[config.mk]
export PLATFORM = sky130hd
export DESIGN_NAME = spi_master_three_wire_sequencer
export DESIGN_NICKNAME = d
export VERILOG_FILES = /design/src/rtl/spimst_pkg.sv /design/src/rtl/spimst_core.sv /design/src/rtl/spi_master_three_wire_sequencer.sv
export SDC_FILE = /design/constraint.sdc
export NUM_CORES = 1
export LEC_CHECK = 0
export ABC_AREA = 1
export BUFFER_PORTS_ARGS = -buffer_cell sky130_fd_sc_hd__buf_4
export CELL_PAD_IN_SITES_DETAIL_PLACEMENT = 1
export CELL_PAD_IN_SITES_GLOBAL_PLACEMENT = 1
export CORE_UTILIZATION = 38
export DETAILED_ROUTE_END_ITERATION = 12
export PLACE_DENSITY_LB_ADDON = 0.1
export SYNTH_ARGS = -nofsm -noshare
export SYNTH_HDL_FRONTEND = slang
export SYNTH_SLANG_ARGS = --single-unit
[constraint.sdc]
create_clock -name i_clk -period 1.8 [get_ports i_clk]
set_input_delay 0.18 -clock i_clk [delete_from_list [all_inputs] [get_ports i_clk]]
set_output_delay 0.18 -clock i_clk [all_outputs]
set_load 0.005 [all_outputs]
[src/rtl/spimst_pkg.sv]
// ----------------------------------------------------------------------------
// spimst_pkg
// Shared constants and types for the three-wire SPI master sequencer.
// ----------------------------------------------------------------------------
package spimst_pkg;

    // Longest transfer in bits; command bits at or above this are dropped.
    localparam int MAX_BITS = 32;
    localparam int IDX_W    = $clog2(MAX_BITS);
    localparam int DIFF_W   = IDX_W + 1;

    // Transfer length field as it arrives on the stream.
    localparam int LEN_W  = 5;
    localparam int CMD_W  = 32;
    localparam int RECV_W = 32;
    localparam int PIN_W  = 6;

    // Bits driven on the data line before it is handed to the slave.
    localparam logic [DIFF_W-1:0] TRI_AFTER = DIFF_W'(8);
    localparam logic [LEN_W-1:0]  LEN_CAP   = LEN_W'(MAX_BITS - 1);

    // Stream payload layouts.
    localparam int IN_TDATA_W  = 40;
    localparam int OUT_TDATA_W = 40;

    // Low nibble of the pin word: enable, select, clock, MOSI.
    localparam logic [3:0] WORD_TRI    = 4'h7;
    localparam logic [3:0] WORD_IDLE   = 4'hf;
    localparam logic [3:0] WORD_ACTIVE = 4'hb;
    localparam logic [3:0] WORD_LOW    = 4'h8;
    localparam logic [3:0] WORD_HIGH   = 4'ha;

    typedef struct packed {
        logic [PIN_W-1:0]  pin_word;
        logic              busy;
        logic              done;
        logic [RECV_W-1:0] received;
    } t_result;

endpackage

[src/rtl/spimst_core.sv]
// ----------------------------------------------------------------------------
// spimst_core
// Sequencer state and the per-tick pin word; state advances on each step.
// ----------------------------------------------------------------------------
module spimst_core (
    input  logic                       i_clk,
    input  logic                       i_rst_n,
    input  logic                       i_three_wire,
    input  logic                       i_step,
    input  logic                       i_start,
    input  logic [spimst_pkg::CMD_W-1:0] i_cmd,
    input  logic [spimst_pkg::LEN_W-1:0] i_len,
    input  logic                       i_miso,
    output spimst_pkg::t_result        o_result
);
    import spimst_pkg::*;

    typedef enum logic [2:0] {
        PH_IDLE,
        PH_PRE_IDLE,
        PH_PRE_ACTIVE,
        PH_CLK_LOW,
        PH_CLK_HIGH,
        PH_END_IDLE,
        PH_END_TRI
    } t_phase;

    t_phase              r_phase,  n_phase;
    logic [IDX_W-1:0]    r_bit,    n_bit;
    logic [IDX_W-1:0]    r_top,    n_top;
    logic [MAX_BITS-1:0] r_tx,     n_tx;
    logic [MAX_BITS-1:0] r_rx,     n_rx;
    logic                r_rd,     n_rd;
    logic                r_tri,    n_tri;

    logic [DIFF_W-1:0]   sent;
    logic                tx_bit;
    logic [3:0]          word;
    logic                busy;
    logic                done;
    logic [IDX_W-1:0]    start_top;

    assign sent      = {1'b0, r_top} - {1'b0, r_bit};
    assign tx_bit    = r_tx[r_bit];
    assign start_top = (i_len > LEN_CAP) ? LEN_CAP[IDX_W-1:0] : i_len[IDX_W-1:0];

    always_comb begin
        n_phase = r_phase;
        n_bit   = r_bit;
        n_top   = r_top;
        n_tx    = r_tx;
        n_rx    = r_rx;
        n_rd    = r_rd;
        n_tri   = r_tri;
        word    = WORD_TRI;
        busy    = 1'b1;
        done    = 1'b0;
        unique case (r_phase)
            PH_PRE_IDLE: begin
                word    = WORD_IDLE;
                n_phase = PH_PRE_ACTIVE;
            end
            PH_PRE_ACTIVE: begin
                word    = WORD_ACTIVE;
                n_phase = PH_CLK_LOW;
            end
            PH_CLK_LOW: begin
                // In three-wire mode, release the data line once the first eight bits are out.
                n_tri   = i_three_wire && (sent >= TRI_AFTER);
                word    = WORD_LOW | {3'b000, tx_bit};
                n_phase = PH_CLK_HIGH;
            end
            PH_CLK_HIGH: begin
                word = WORD_HIGH | {3'b000, tx_bit};
                n_rx = {r_rx[MAX_BITS-2:0], i_miso};
                if (r_bit == '0) begin
                    n_phase = PH_END_IDLE;
                end else begin
                    n_bit   = r_bit - 1'b1;
                    n_phase = PH_CLK_LOW;
                end
            end
            PH_END_IDLE: begin
                word    = WORD_IDLE;
                n_phase = PH_END_TRI;
            end
            PH_END_TRI: begin
                n_rd    = 1'b0;
                n_tri   = 1'b0;
                done    = 1'b1;
                n_phase = PH_IDLE;
            end
            default: begin
                busy    = 1'b0;
                n_phase = PH_IDLE;
                if (i_start) begin
                    n_top   = start_top;
                    n_bit   = start_top;
                    n_tx    = i_cmd[MAX_BITS-1:0];
                    n_rx    = '0;
                    n_rd    = i_cmd[start_top];
                    n_tri   = 1'b0;
                    busy    = 1'b1;
                    n_phase = PH_PRE_IDLE;
                end
            end
        endcase
    end

    always_comb begin
        o_result.pin_word = {n_rd, n_tri, word};
        o_result.busy     = busy;
        o_result.done     = done;
        o_result.received = done ? RECV_W'(r_rx) : '0;
    end

    always_ff @(posedge i_clk) begin
        if (!i_rst_n) begin
            r_phase <= PH_IDLE;
            r_bit   <= '0;
            r_top   <= '0;
            r_tx    <= '0;
            r_rx    <= '0;
            r_rd    <= 1'b0;
            r_tri   <= 1'b0;
        end else if (i_step) begin
            r_phase <= n_phase;
            r_bit   <= n_bit;
            r_top   <= n_top;
            r_tx    <= n_tx;
            r_rx    <= n_rx;
            r_rd    <= n_rd;
            r_tri   <= n_tri;
        end
    end

`ifndef SYNTHESIS
    a_bit_in_range: assert property (@(posedge i_clk) disable iff (!i_rst_n)
        r_bit <= r_top)
        else $error("bit position above top index");

    a_bit_countdown: assert property (@(posedge i_clk) disable iff (!i_rst_n)
        i_step && r_phase == PH_CLK_HIGH && r_bit != '0
        |=> r_phase == PH_CLK_LOW && r_bit == $past(r_bit) - 1'b1)
        else $error("bit countdown skipped");

    a_done_word: assert property (@(posedge i_clk) disable iff (!i_rst_n)
        o_result.done |-> o_result.busy && o_result.pin_word == {2'b00, WORD_TRI})
        else $error("closing word malformed");

    a_recv_quiet: assert property (@(posedge i_clk) disable iff (!i_rst_n)
        !o_result.done |-> o_result.received == '0)
        else $error("received word leaked before done");
`endif

endmodule

[src/rtl/spi_master_three_wire_sequencer.sv]
// ----------------------------------------------------------------------------
// spi_master_three_wire_sequencer
// Mode 3 SPI master sequencer: one beat in, one pin word out, per tick.
// ----------------------------------------------------------------------------
//  channel   | direction | fields (low bit up)
//  ----------+-----------+----------------------------------------------------
//  s_axis    | in        | tdata: command_word, length_minus_one, miso;
//            |           | tuser: start_req
//  m_axis    | out       | tdata: pin_word, busy_res, received_word;
//            |           | tlast: done_res
//  cfg       | in        | i_cfg_wr_data: three_wire_mode
//
//  Each accepted input beat yields exactly one output beat, registered and shown in the next cycle.
//  A new beat is taken every cycle while the output register is empty or
//  being drained, so sustained rate is one beat per clock.
//  The sequencer state advances only on accepted beats; stalls on either side
//  freeze it. A transfer of N bits spans 2*N + 5 beats including the start.
//  Reset (i_rst_n low, synchronous) returns the sequencer to idle and empties
//  the output register; three_wire_mode resets to 0.
// ----------------------------------------------------------------------------
module spi_master_three_wire_sequencer (
    input  logic                                i_clk,
    input  logic                                i_rst_n,
    // config: three_wire_mode
    input  logic                                i_cfg_wr_en,
    input  logic                                i_cfg_wr_data,
    // input stream
    input  logic                                s_axis_tvalid,
    output logic                                s_axis_tready,
    // [31:0] command_word, [36:32] length_minus_one, [37] miso, [39:38] zero
    input  logic [spimst_pkg::IN_TDATA_W-1:0]   s_axis_tdata,
    // [0] start_req
    input  logic                                s_axis_tuser,
    // output stream
    output logic                                m_axis_tvalid,
    input  logic                                m_axis_tready,
    // [5:0] pin_word, [6] busy_res, [38:7] received_word, [39] zero
    output logic [spimst_pkg::OUT_TDATA_W-1:0]  m_axis_tdata,
    // done_res
    output logic                                m_axis_tlast
);
    import spimst_pkg::*;

    logic                   r_three_wire;
    logic                   r_out_valid;
    t_result                r_out;
    t_result                step_result;
    logic                   accept;

    // Take a beat whenever the output slot is free or leaving this cycle.
    assign s_axis_tready = !r_out_valid || m_axis_tready;
    assign accept        = s_axis_tvalid && s_axis_tready;

    spimst_core u_core (
        .i_clk        (i_clk),
        .i_rst_n      (i_rst_n),
        .i_three_wire (r_three_wire),
        .i_step       (accept),
        .i_start      (s_axis_tuser),
        .i_cmd        (s_axis_tdata[CMD_W-1:0]),
        .i_len        (s_axis_tdata[CMD_W+LEN_W-1:CMD_W]),
        .i_miso       (s_axis_tdata[CMD_W+LEN_W]),
        .o_result     (step_result)
    );

    // Hold the config bit; it is read live at each clock-low word.
    always_ff @(posedge i_clk) begin
        if (!i_rst_n) begin
            r_three_wire <= 1'b0;
        end else if (i_cfg_wr_en) begin
            r_three_wire <= i_cfg_wr_data;
        end
    end

    // Output register: load on accept, drop once taken downstream.
    always_ff @(posedge i_clk) begin
        if (!i_rst_n) begin
            r_out_valid <= 1'b0;
        end else if (accept) begin
            r_out_valid <= 1'b1;
        end else if (m_axis_tready) begin
            r_out_valid <= 1'b0;
        end
    end

    always_ff @(posedge i_clk) begin
        if (accept) begin
            r_out <= step_result;
        end
    end

    assign m_axis_tvalid = r_out_valid;
    assign m_axis_tlast  = r_out.done;
    assign m_axis_tdata  = OUT_TDATA_W'({r_out.received, r_out.busy, r_out.pin_word});

endmodule
==> results of run 1 <==
## worst max-delay path, stage by stage, from the launching register on
cell	delay [ps]
sky130_fd_sc_hd__dfxtp_4	370
sky130_fd_sc_hd__inv_2	50
sky130_fd_sc_hd__nand2_1	100
sky130_fd_sc_hd__inv_2	70
sky130_fd_sc_hd__nor2_4	160
sky130_fd_sc_hd__nand2_4	80
sky130_fd_sc_hd__nor2_4	120
sky130_fd_sc_hd__nand2_2	70
sky130_fd_sc_hd__inv_2	80
sky130_fd_sc_hd__nand2_4	80
sky130_fd_sc_hd__inv_8	100
sky130_fd_sc_hd__buf_12	130
sky130_fd_sc_hd__o21ai_0	100
sky130_fd_sc_hd__a21oi_1	140
## logic make-up (layout without fill, tap and decap cells)
group | count (synthesis) | after routing | share of synthesized area [%]
DFF | 121 | 121 | 51.1
AOI/OAI and AO/OA | 192 | 192 | 22.4
adders and majority gates | 7 | 7 | 1.72
buffers and inverters | 126 | 231 | 9.93
other | 1 | 1 | 0.0679
and+or+nand+nor | 192 | 192 | 14.7
## flip-flops by register name (all words and copies together), names as in the netlist
signal	flops
u_core.r_top	5
u_core.r_tri	1
m_axis_tlast	1
r_three_wire	1
u_core.r_bit	5
m_axis_tdata	39
u_core.r_tx	32
u_core.r_rx	32
m_axis_tvalid	1
u_core.r_rd	1
u_core.r_phase	3
## layer usage
layer | global-route usage (%) | vias up | part of all wire [%]
li1 | - | 2337 | -
met2 | 34.5 | 102 | 49
met5 | 0 | - | 0
met3 | 5.30 | 19 | 3.5
met1 | 27.1 | 2298 | 47
met4 | 6.02 | 0 | 1.2
## cells in the mapped netlist (all sizes together)
master   count  area share [%]
inv         87             5.9
nor2        82             5.8
dfxtp       81              29
a21oi       74             6.8
nand2       69             4.9
o21ai       69             6.3
edfxtp      40              22
nand3       35             3.3
a211oi      32             7.0
clkbuf      20             1.4
buf         19             2.7
o221ai       7             1.1
ha           6             1.4
o211ai       4            0.54
or2          4            0.45
a31oi        3            0.34
a21o         1            0.14
conb         1           0.068
fa           1            0.36
nand3b       1            0.14
nor3         1           0.091
o2111ai      1            0.16
o22ai        1            0.11
## through the flow
stage	util, %	worst slack, ps
after global routing	50.8	-68.4
after global placement	45.3	92.9
after floorplan	-	44.3
final	50.8	66.5
after detailed placement	45.3	19.1
after CTS	49.5	29.5
## layout by cell type, fill, tap and decap left out, types with 4 or more instances in the layout
cell,n
sky130_fd_sc_hd__inv_1,77
sky130_fd_sc_hd__nand3_1,34
sky130_fd_sc_hd__dfxtp_1,79
sky130_fd_sc_hd__a21oi_2,6
sky130_fd_sc_hd__or2_2,4
sky130_fd_sc_hd__a211oi_2,29
sky130_fd_sc_hd__o211ai_1,4
sky130_fd_sc_hd__a21oi_1,67
sky130_fd_sc_hd__nor2_1,77
sky130_fd_sc_hd__clkbuf_1,5
sky130_fd_sc_hd__inv_2,9
sky130_fd_sc_hd__ha_1,5
sky130_fd_sc_hd__o21ai_0,64
sky130_fd_sc_hd__buf_12,4
sky130_fd_sc_hd__o221ai_1,7
sky130_fd_sc_hd__edfxtp_1,40
sky130_fd_sc_hd__buf_4,102
sky130_fd_sc_hd__clkbuf_16,20
sky130_fd_sc_hd__nand2_1,63
sky130_fd_sc_hd__o21ai_1,5
## what timing repair did
action,in CTS,in global routing
setup buffers,0,3
hold endpoints to repair,1,0
hold buffers,1,0
gates cloned,0,4
pin swaps,0,5
resized for setup,2,26
setup endpoints to repair,11,72
## worst paths after layout
path                                                     end                            from  slack [ps]  cells past startpoint
worst max-delay path            u_core.r_tx[12]$_SDFFE_PN0P_  u_core.r_phase[2]$_SDFFE_PN0P_          70                     13
worst min-delay path             u_core.r_tx[2]$_SDFFE_PN0P_                 s_axis_tdata[2]          10                      3
worst max register to register  u_core.r_tx[12]$_SDFFE_PN0P_  u_core.r_phase[2]$_SDFFE_PN0P_          70                     13
worst min register to register  u_core.r_tx[13]$_SDFFE_PN0P_    u_core.r_tx[13]$_SDFFE_PN0P_         470                      2
## power by group through the flow
stage | Clock [mW] | Sequential (mW) | Combinational (mW)
after global routing | 3.55 | 3.12 | 1.14
after floorplan | 0 | 3.13 | 0.598
after CTS | 3.40 | 3.09 | 0.956
after detailed placement | 0 | 3.15 | 0.946
final | 3.35 | 3.10 | 1.03
after global placement | 0 | 3.14 | 0.913
## area by class of cell
cell class | count | area share (%)
flip-flops and latches | 121 | 39.6
well taps | 180 | 3.16
clock inverters | 10 | 1.81
clock buffers | 22 | 6.22
repair buffers | 112 | 13.6
multi-input cells | 392 | 30.9
inverters | 87 | 4.68
==> results_tabular.tex, run 1 <==
\begin{tabular}{lr}
\hline
Metric & Value \\
\hline
\multicolumn{2}{l}{\textbf{Outcome}} \\
\quad Run status & finished, final reports clean \\
\multicolumn{2}{l}{\textbf{Floorplanning}} \\
\quad Width of the chip & 123 um \\
\quad Die Height & 123 um \\
\quad Count of standard-cell rows & 43 \\
\quad Initial standard-cell utilization of the core & 39.3\% \\
\quad Number of I/O pins & 90 \\
\quad Die Outline Area & 0.0150 mm2 \\
\quad Area of the core region & 0.0140 mm2 \\
\multicolumn{2}{l}{\textbf{Power and ir drop}} \\
\quad Combinational group share of total power & 13.7\% \\
\quad Proportion of power drawn by the clock network & 44.8\% \\
\quad Switching share of power & 25.1\% \\
\quad Overall Power & 7.48 mW \\
\quad Int Pwr & 5.60 mW \\
\quad Net switching power figure & 1.88 mW \\
\quad Flop pwr share & 41.4\% \\
\quad Worst IR Drop VDD & 0.000592 V \\
\quad Static leakage power & 2.95 nW \\
\quad Power density over cell area & 1050 mW/mm2 \\
\multicolumn{2}{l}{\textbf{Placed design}} \\
\quad Last weighted congestion value of the routability-driven placer & 0.814 \\
\quad Total cell area at the placement stage & 0.00637 mm2 \\
\quad Half-perimeter wire length of the detailed placement result & 9.84 mm \\
\quad Count of input and output buffers & 86 \\
\quad Placed cell count & 884 \\
\multicolumn{2}{l}{\textbf{Setup path}} \\
\quad Endpoint class of the critical path & register \\
\quad Critical path type & register to register \\
\quad Worst-path maximum fanout & 13 \\
\quad Worst EP required & 2140 ps \\
\quad Data arrival time of the critical path & 2070 ps \\
\quad Worst setup SP type & register \\
\multicolumn{2}{l}{\textbf{Timing}} \\
\quad Worst-case clock skew & 6.76 ps \\
\quad Final Hold Violating Endpoints & 0 \\
\quad Final min period & 1730 ps \\
\quad Setup TNS after final layout & 0 ps \\
\quad Number of pins exceeding their max-slew limit in the final report & 0 \\
\quad Portion of the clock cycle consumed by the worst path in the final layout & 96.3\% \\
\quad \# setup viols final & 0 \\
\quad F\_max & 577 MHz \\
\quad Slew at the pin closest to its max-slew limit & 611 ps \\
\quad Relative slew margins & 59.3\% \\
\quad Final worst hold slack & 12.0 ps \\
\multicolumn{2}{l}{\textbf{Routing}} \\
\quad Routed vias & 4756 \\
\quad ANT nets after route & 0 \\
\quad Routed vias/inst & 5.15 \\
\quad First-pass iteration count of the detailed router & 4 \\
\quad Final routed wirelength across all metal layers & 15.6 mm \\
\quad Wirelength per Cell & 16.9 um \\
\quad Initial DRC count & 353 \\
\quad Number of remaining DRC errors & 0 \\
\multicolumn{2}{l}{\textbf{Finish}} \\
\quad Non-filler cells, final & 924 \\
\quad Net count, final & 785 \\
\quad Count of antenna diodes in the layout & 0 \\
\quad Register cell area after layout & 0.00283 mm2 \\
\quad Footprint of the multi-input gates & 0.00221 mm2 \\
\quad Finished layout cell area & 0.00714 mm2 \\
\quad Number of filler cells placed in the layout & 1644 \\
\quad Layout Area Growth over Synthesis & 29.3\% \\
\quad Layout cell share with drive strength beyond 1 & 27.0\% \\
\multicolumn{2}{l}{\textbf{Global route}} \\
\quad First-pass GRT wire length & 24.0 mm \\
\quad Remaining Overflow, GRT & 0 \\
\quad Via count of the first global-routing pass & 4816 \\
\quad Pin count of the biggest net entering global routing & 66 \\
\quad Global-route usage over all layers & 21.0\% \\
\quad Initial antenna violation count & 0 \\
\multicolumn{2}{l}{\textbf{Clock network}} \\
\quad Total number of clock tree sinks & 121 \\
\quad Clock insertion delay at the later pin of the skew report & 410 ps \\
\quad Clock transition at the register clock pins on the worst setup and hold paths after CTS & 50 ps \\
\quad H-tree levels & 4 \\
\quad Clock tree from TritonCTS & yes \\
\quad CTS root buffer & sky130\_fd\_sc\_hd\_\_clkbuf\_16 \\
\quad Clock buffer count from CTS & 17 \\
\quad Max Buffers Root-to-Sink & 2 \\
\multicolumn{2}{l}{\textbf{Synth}} \\
\quad Register bit total from synthesis & 121 \\
\quad Post-synthesis average cell area & 8.64 um2 \\
\quad Yosys cell types & 33 \\
\quad Total of warnings raised by yosys & 0 \\
\quad Syn\_nets & 693 \\
\quad Share of synthesized area occupied by flip-flops and latches & 51.1\% \\
\quad Area of the mapped netlist & 0.00552 mm2 \\
\quad Number of cells produced by synthesis & 639 \\
\multicolumn{2}{l}{\textbf{Min path}} \\
\quad Class of the worst hold path & input port to register \\
\multicolumn{2}{l}{\textbf{Job}} \\
\quad Max Cap Viol & 0 \\
\hline
\end{tabular}
No activity file was read; power rests on OpenSTA's default activity.
==> run 2, diff against run 1 <==
--- a/config.mk
+++ b/config.mk
@@ -6,7 +6,7 @@
 export NUM_CORES = 1
 export LEC_CHECK = 0
 export ABC_AREA = 1
-export BUFFER_PORTS_ARGS = -buffer_cell sky130_fd_sc_hd__buf_4
+export BUFFER_PORTS_ARGS = -buffer_cell sky130_fd_sc_hd__buf_2
 export CELL_PAD_IN_SITES_DETAIL_PLACEMENT = 1
 export CELL_PAD_IN_SITES_GLOBAL_PLACEMENT = 1
 export CORE_UTILIZATION = 38
==> run 2 against run 1 <==
Die area unchanged. Critical path depth decreased by 4. Utilization decreased by 0.84 points. Setup slack improved by 17 ps. Largest power group unchanged. Non-clock buffer count increased by 14. Via count increased by 2.1%. First-iteration DRC count decreased by 37%. Count of clock-buffer cells in the layout decreased by 1. Largest cell class unchanged. Clock power about the same. Sequential power about the same.
==> results_tabular.tex, run 2 (same netlist as run 1, synthesis figures left out) <==
\begin{tabular}{lr}
\hline
Metric & Value \\
\hline
\multicolumn{2}{l}{\textbf{Timing}} \\
\quad Final min period & 1720 ps \\
\quad Final Hold Violating Endpoints & 0 \\
\quad Worst-case clock skew & 10.1 ps \\
\quad Portion of the clock cycle consumed by the worst path in the final layout & 95.4\% \\
\quad F\_max & 582 MHz \\
\quad Number of pins exceeding their max-slew limit in the final report & 0 \\
\quad \# setup viols final & 0 \\
\multicolumn{2}{l}{\textbf{Power and ir drop}} \\
\quad Overall Power & 7.45 mW \\
\quad Worst IR Drop VDD & 0.000725 V \\
\quad Static leakage power & 2.95 nW \\
\quad Power density over cell area & 1060 mW/mm2 \\
\multicolumn{2}{l}{\textbf{Outcome}} \\
\quad Run status & finished, final reports clean \\
\multicolumn{2}{l}{\textbf{Finish}} \\
\quad Number of filler cells placed in the layout & 1676 \\
\quad Net count, final & 799 \\
\quad Layout cell share with drive strength beyond 1 & 28.4\% \\
\quad Leading cell types in the layout, fill and taps excluded & sky130\_fd\_sc\_hd\_\_buf\_2, sky130\_fd\_sc\_hd\_\_dfxtp\_1, sky130\_fd\_sc\_hd\_\_inv\_1, sky130\_fd\_sc\_hd\_\_nor2\_1, sky130\_fd\_sc\_hd\_\_a21oi\_1 \\
\quad Most common library cell in the layout ignoring fill and taps & sky130\_fd\_sc\_hd\_\_buf\_2 \\
\quad Layout Area Growth over Synthesis & 27.2\% \\
\quad Largest register FFs & 39 \\
\quad Count of antenna diodes in the layout & 0 \\
\quad Non-filler cells, final & 938 \\
\multicolumn{2}{l}{\textbf{Clock network}} \\
\quad Clock insertion delay at the later pin of the skew report & 420 ps \\
\quad H-tree levels & 4 \\
\quad Clock transition at the register clock pins on the worst setup and hold paths after CTS & 50 ps \\
\quad CTS root buffer & sky130\_fd\_sc\_hd\_\_clkbuf\_16 \\
\quad Max Buffers Root-to-Sink & 2 \\
\quad Clock buffer count from CTS & 17 \\
\quad Total number of clock tree sinks & 121 \\
\quad Clock tree from TritonCTS & yes \\
\multicolumn{2}{l}{\textbf{Routing}} \\
\quad Final routed wirelength across all metal layers & 15.8 mm \\
\quad Initial DRC count & 221 \\
\quad Number of remaining DRC errors & 0 \\
\quad Routed vias/inst & 5.18 \\
\quad Wirelength per Cell & 16.9 um \\
\quad Routed vias & 4857 \\
\quad First-pass iteration count of the detailed router & 4 \\
\quad ANT nets after route & 0 \\
\multicolumn{2}{l}{\textbf{Floorplanning}} \\
\quad Area of the core region & 0.0140 mm2 \\
\quad Initial standard-cell utilization of the core & 39.3\% \\
\quad Die Height & 123 um \\
\quad Die Outline Area & 0.0150 mm2 \\
\quad Count of standard-cell rows & 43 \\
\quad Number of I/O pins & 90 \\
\quad Width of the chip & 123 um \\
\multicolumn{2}{l}{\textbf{Placed design}} \\
\quad Placed cell count & 897 \\
\quad Last weighted congestion value of the routability-driven placer & 0.844 \\
\quad Count of input and output buffers & 86 \\
\quad Half-perimeter wire length of the detailed placement result & 10.1 mm \\
\multicolumn{2}{l}{\textbf{Setup path}} \\
\quad Data arrival time of the critical path & 2020 ps \\
\quad Worst EP required & 2100 ps \\
\quad Critical path type & register to register \\
\quad Reg2Reg Depth & 9 \\
\quad Worst-path maximum fanout & 11 \\
\quad Worst setup SP type & register \\
\quad Endpoint class of the critical path & register \\
\multicolumn{2}{l}{\textbf{Global route}} \\
\quad Most heavily used metal layer in global routing & met2 \\
\quad Met2 track demand over resource in global routing & 36.6\% \\
\quad Global Route met3 Usage & 4.14\% \\
\quad First-pass GRT wire length & 24.9 mm \\
\quad Remaining Overflow, GRT & 0 \\
\quad Initial antenna violation count & 0 \\
\quad Global-route usage over all layers & 22.0\% \\
\quad Pin count of the biggest net entering global routing & 47 \\
\quad Met1 Resource Use GR & 27.9\% \\
\quad Via count of the first global-routing pass & 4840 \\
\multicolumn{2}{l}{\textbf{Job}} \\
\quad Max Cap Viol & 0 \\
\multicolumn{2}{l}{\textbf{Min path}} \\
\quad Hold Path Depth & 3 \\
\quad Class of the worst hold path & input port to register \\
\hline
\end{tabular}
==> run 2: repair_timing <==
action | in CTS | in global routing
gates resized for setup | 4 | 19
pin swaps | 0 | 3
hold buffers | 1 | 0
setup buffers | 0 | 5
cloned | 1 | 2
setup endpoints to repair | 8 | 64
endpoints found under the hold margin | 1 | 0
==> run 2: path summary, 6_finish.rpt <==
path	slack [ps]	from	to
worst max-delay path	80	u_core.r_phase[1]$_SDFFE_PN0P_	u_core.r_bit[0]$_SDFFE_PN0P_
worst max register to register	80	u_core.r_phase[1]$_SDFFE_PN0P_	u_core.r_bit[0]$_SDFFE_PN0P_
worst min register to register	460	u_core.r_tx[13]$_SDFFE_PN0P_	u_core.r_tx[13]$_SDFFE_PN0P_
worst min-delay path	10	s_axis_tdata[1]	u_core.r_tx[1]$_SDFFE_PN0P_
==> run 2: area by class of cell <==
| class | instances | area [um2] | area share [%] |
|---|---|---|---|
| clock inverters | 11 | 133 | 1.89 |
| repair buffers | 126 | 868 | 12.4 |
| multi-input cells | 392 | 2190 | 31.1 |
| flip-flops and latches | 121 | 2830 | 40.3 |
| well taps | 180 | 225 | 3.21 |
| inverters | 87 | 337 | 4.80 |
| clock buffers | 21 | 440 | 6.28 |
==> run 2: metal layers <==
| layer | part of all wire (%) | up-vias | wire length [um] |
|---|---|---|---|
| met5 | 0 | - | 0 |
| met4 | 1.8 | 0 | 283 |
| met3 | 3.6 | 20 | 573 |
| met2 | 48 | 105 | 7620 |
| met1 | 47 | 2372 | 7370 |
| li1 | - | 2360 | - |
==> run 2: through the flow <==
| step | TNS [ps] | worst slack (ps) | hold slack, ps | cell area, um2 | util [%] |
|---|---|---|---|---|---|
| after global placement | 0 | 108 | 412 | 6260 | 44.6 |
| after detailed placement | -43.7 | -25.5 | 428 | 6260 | 44.6 |
| after CTS | 0 | 17.6 | 6.80 | 6880 | 49.0 |
| after global routing | -10.9 | -10.9 | 25.9 | 7020 | 50.0 |
| final | 0 | 83.0 | 14.9 | 7020 | 50.0 |
| after floorplan | 0 | 44.3 | 318 | 5520 | - |
==> run 2: critical path, cell delays in order, from the launching register on <==
cell and delay [ps]:
sky130_fd_sc_hd__dfxtp_4 370, sky130_fd_sc_hd__nor2_2 200, sky130_fd_sc_hd__nand2_2 120, sky130_fd_sc_hd__buf_4 200, sky130_fd_sc_hd__inv_2 130, sky130_fd_sc_hd__nand2_1 110, sky130_fd_sc_hd__nand2_2 120, sky130_fd_sc_hd__inv_1 90
sky130_fd_sc_hd__o21ai_0 210, sky130_fd_sc_hd__a21oi_1 60
==> run 2: power breakdown <==
part / internal, mW / switching (mW) / leakage, nW / total [mW]
combinational: 0.402 / 0.600 / 1.62 / 1.00
sequential: 3.01 / 0.0883 / 1.06 / 3.09
clock: 2.15 / 1.20 / 0.276 / 3.35
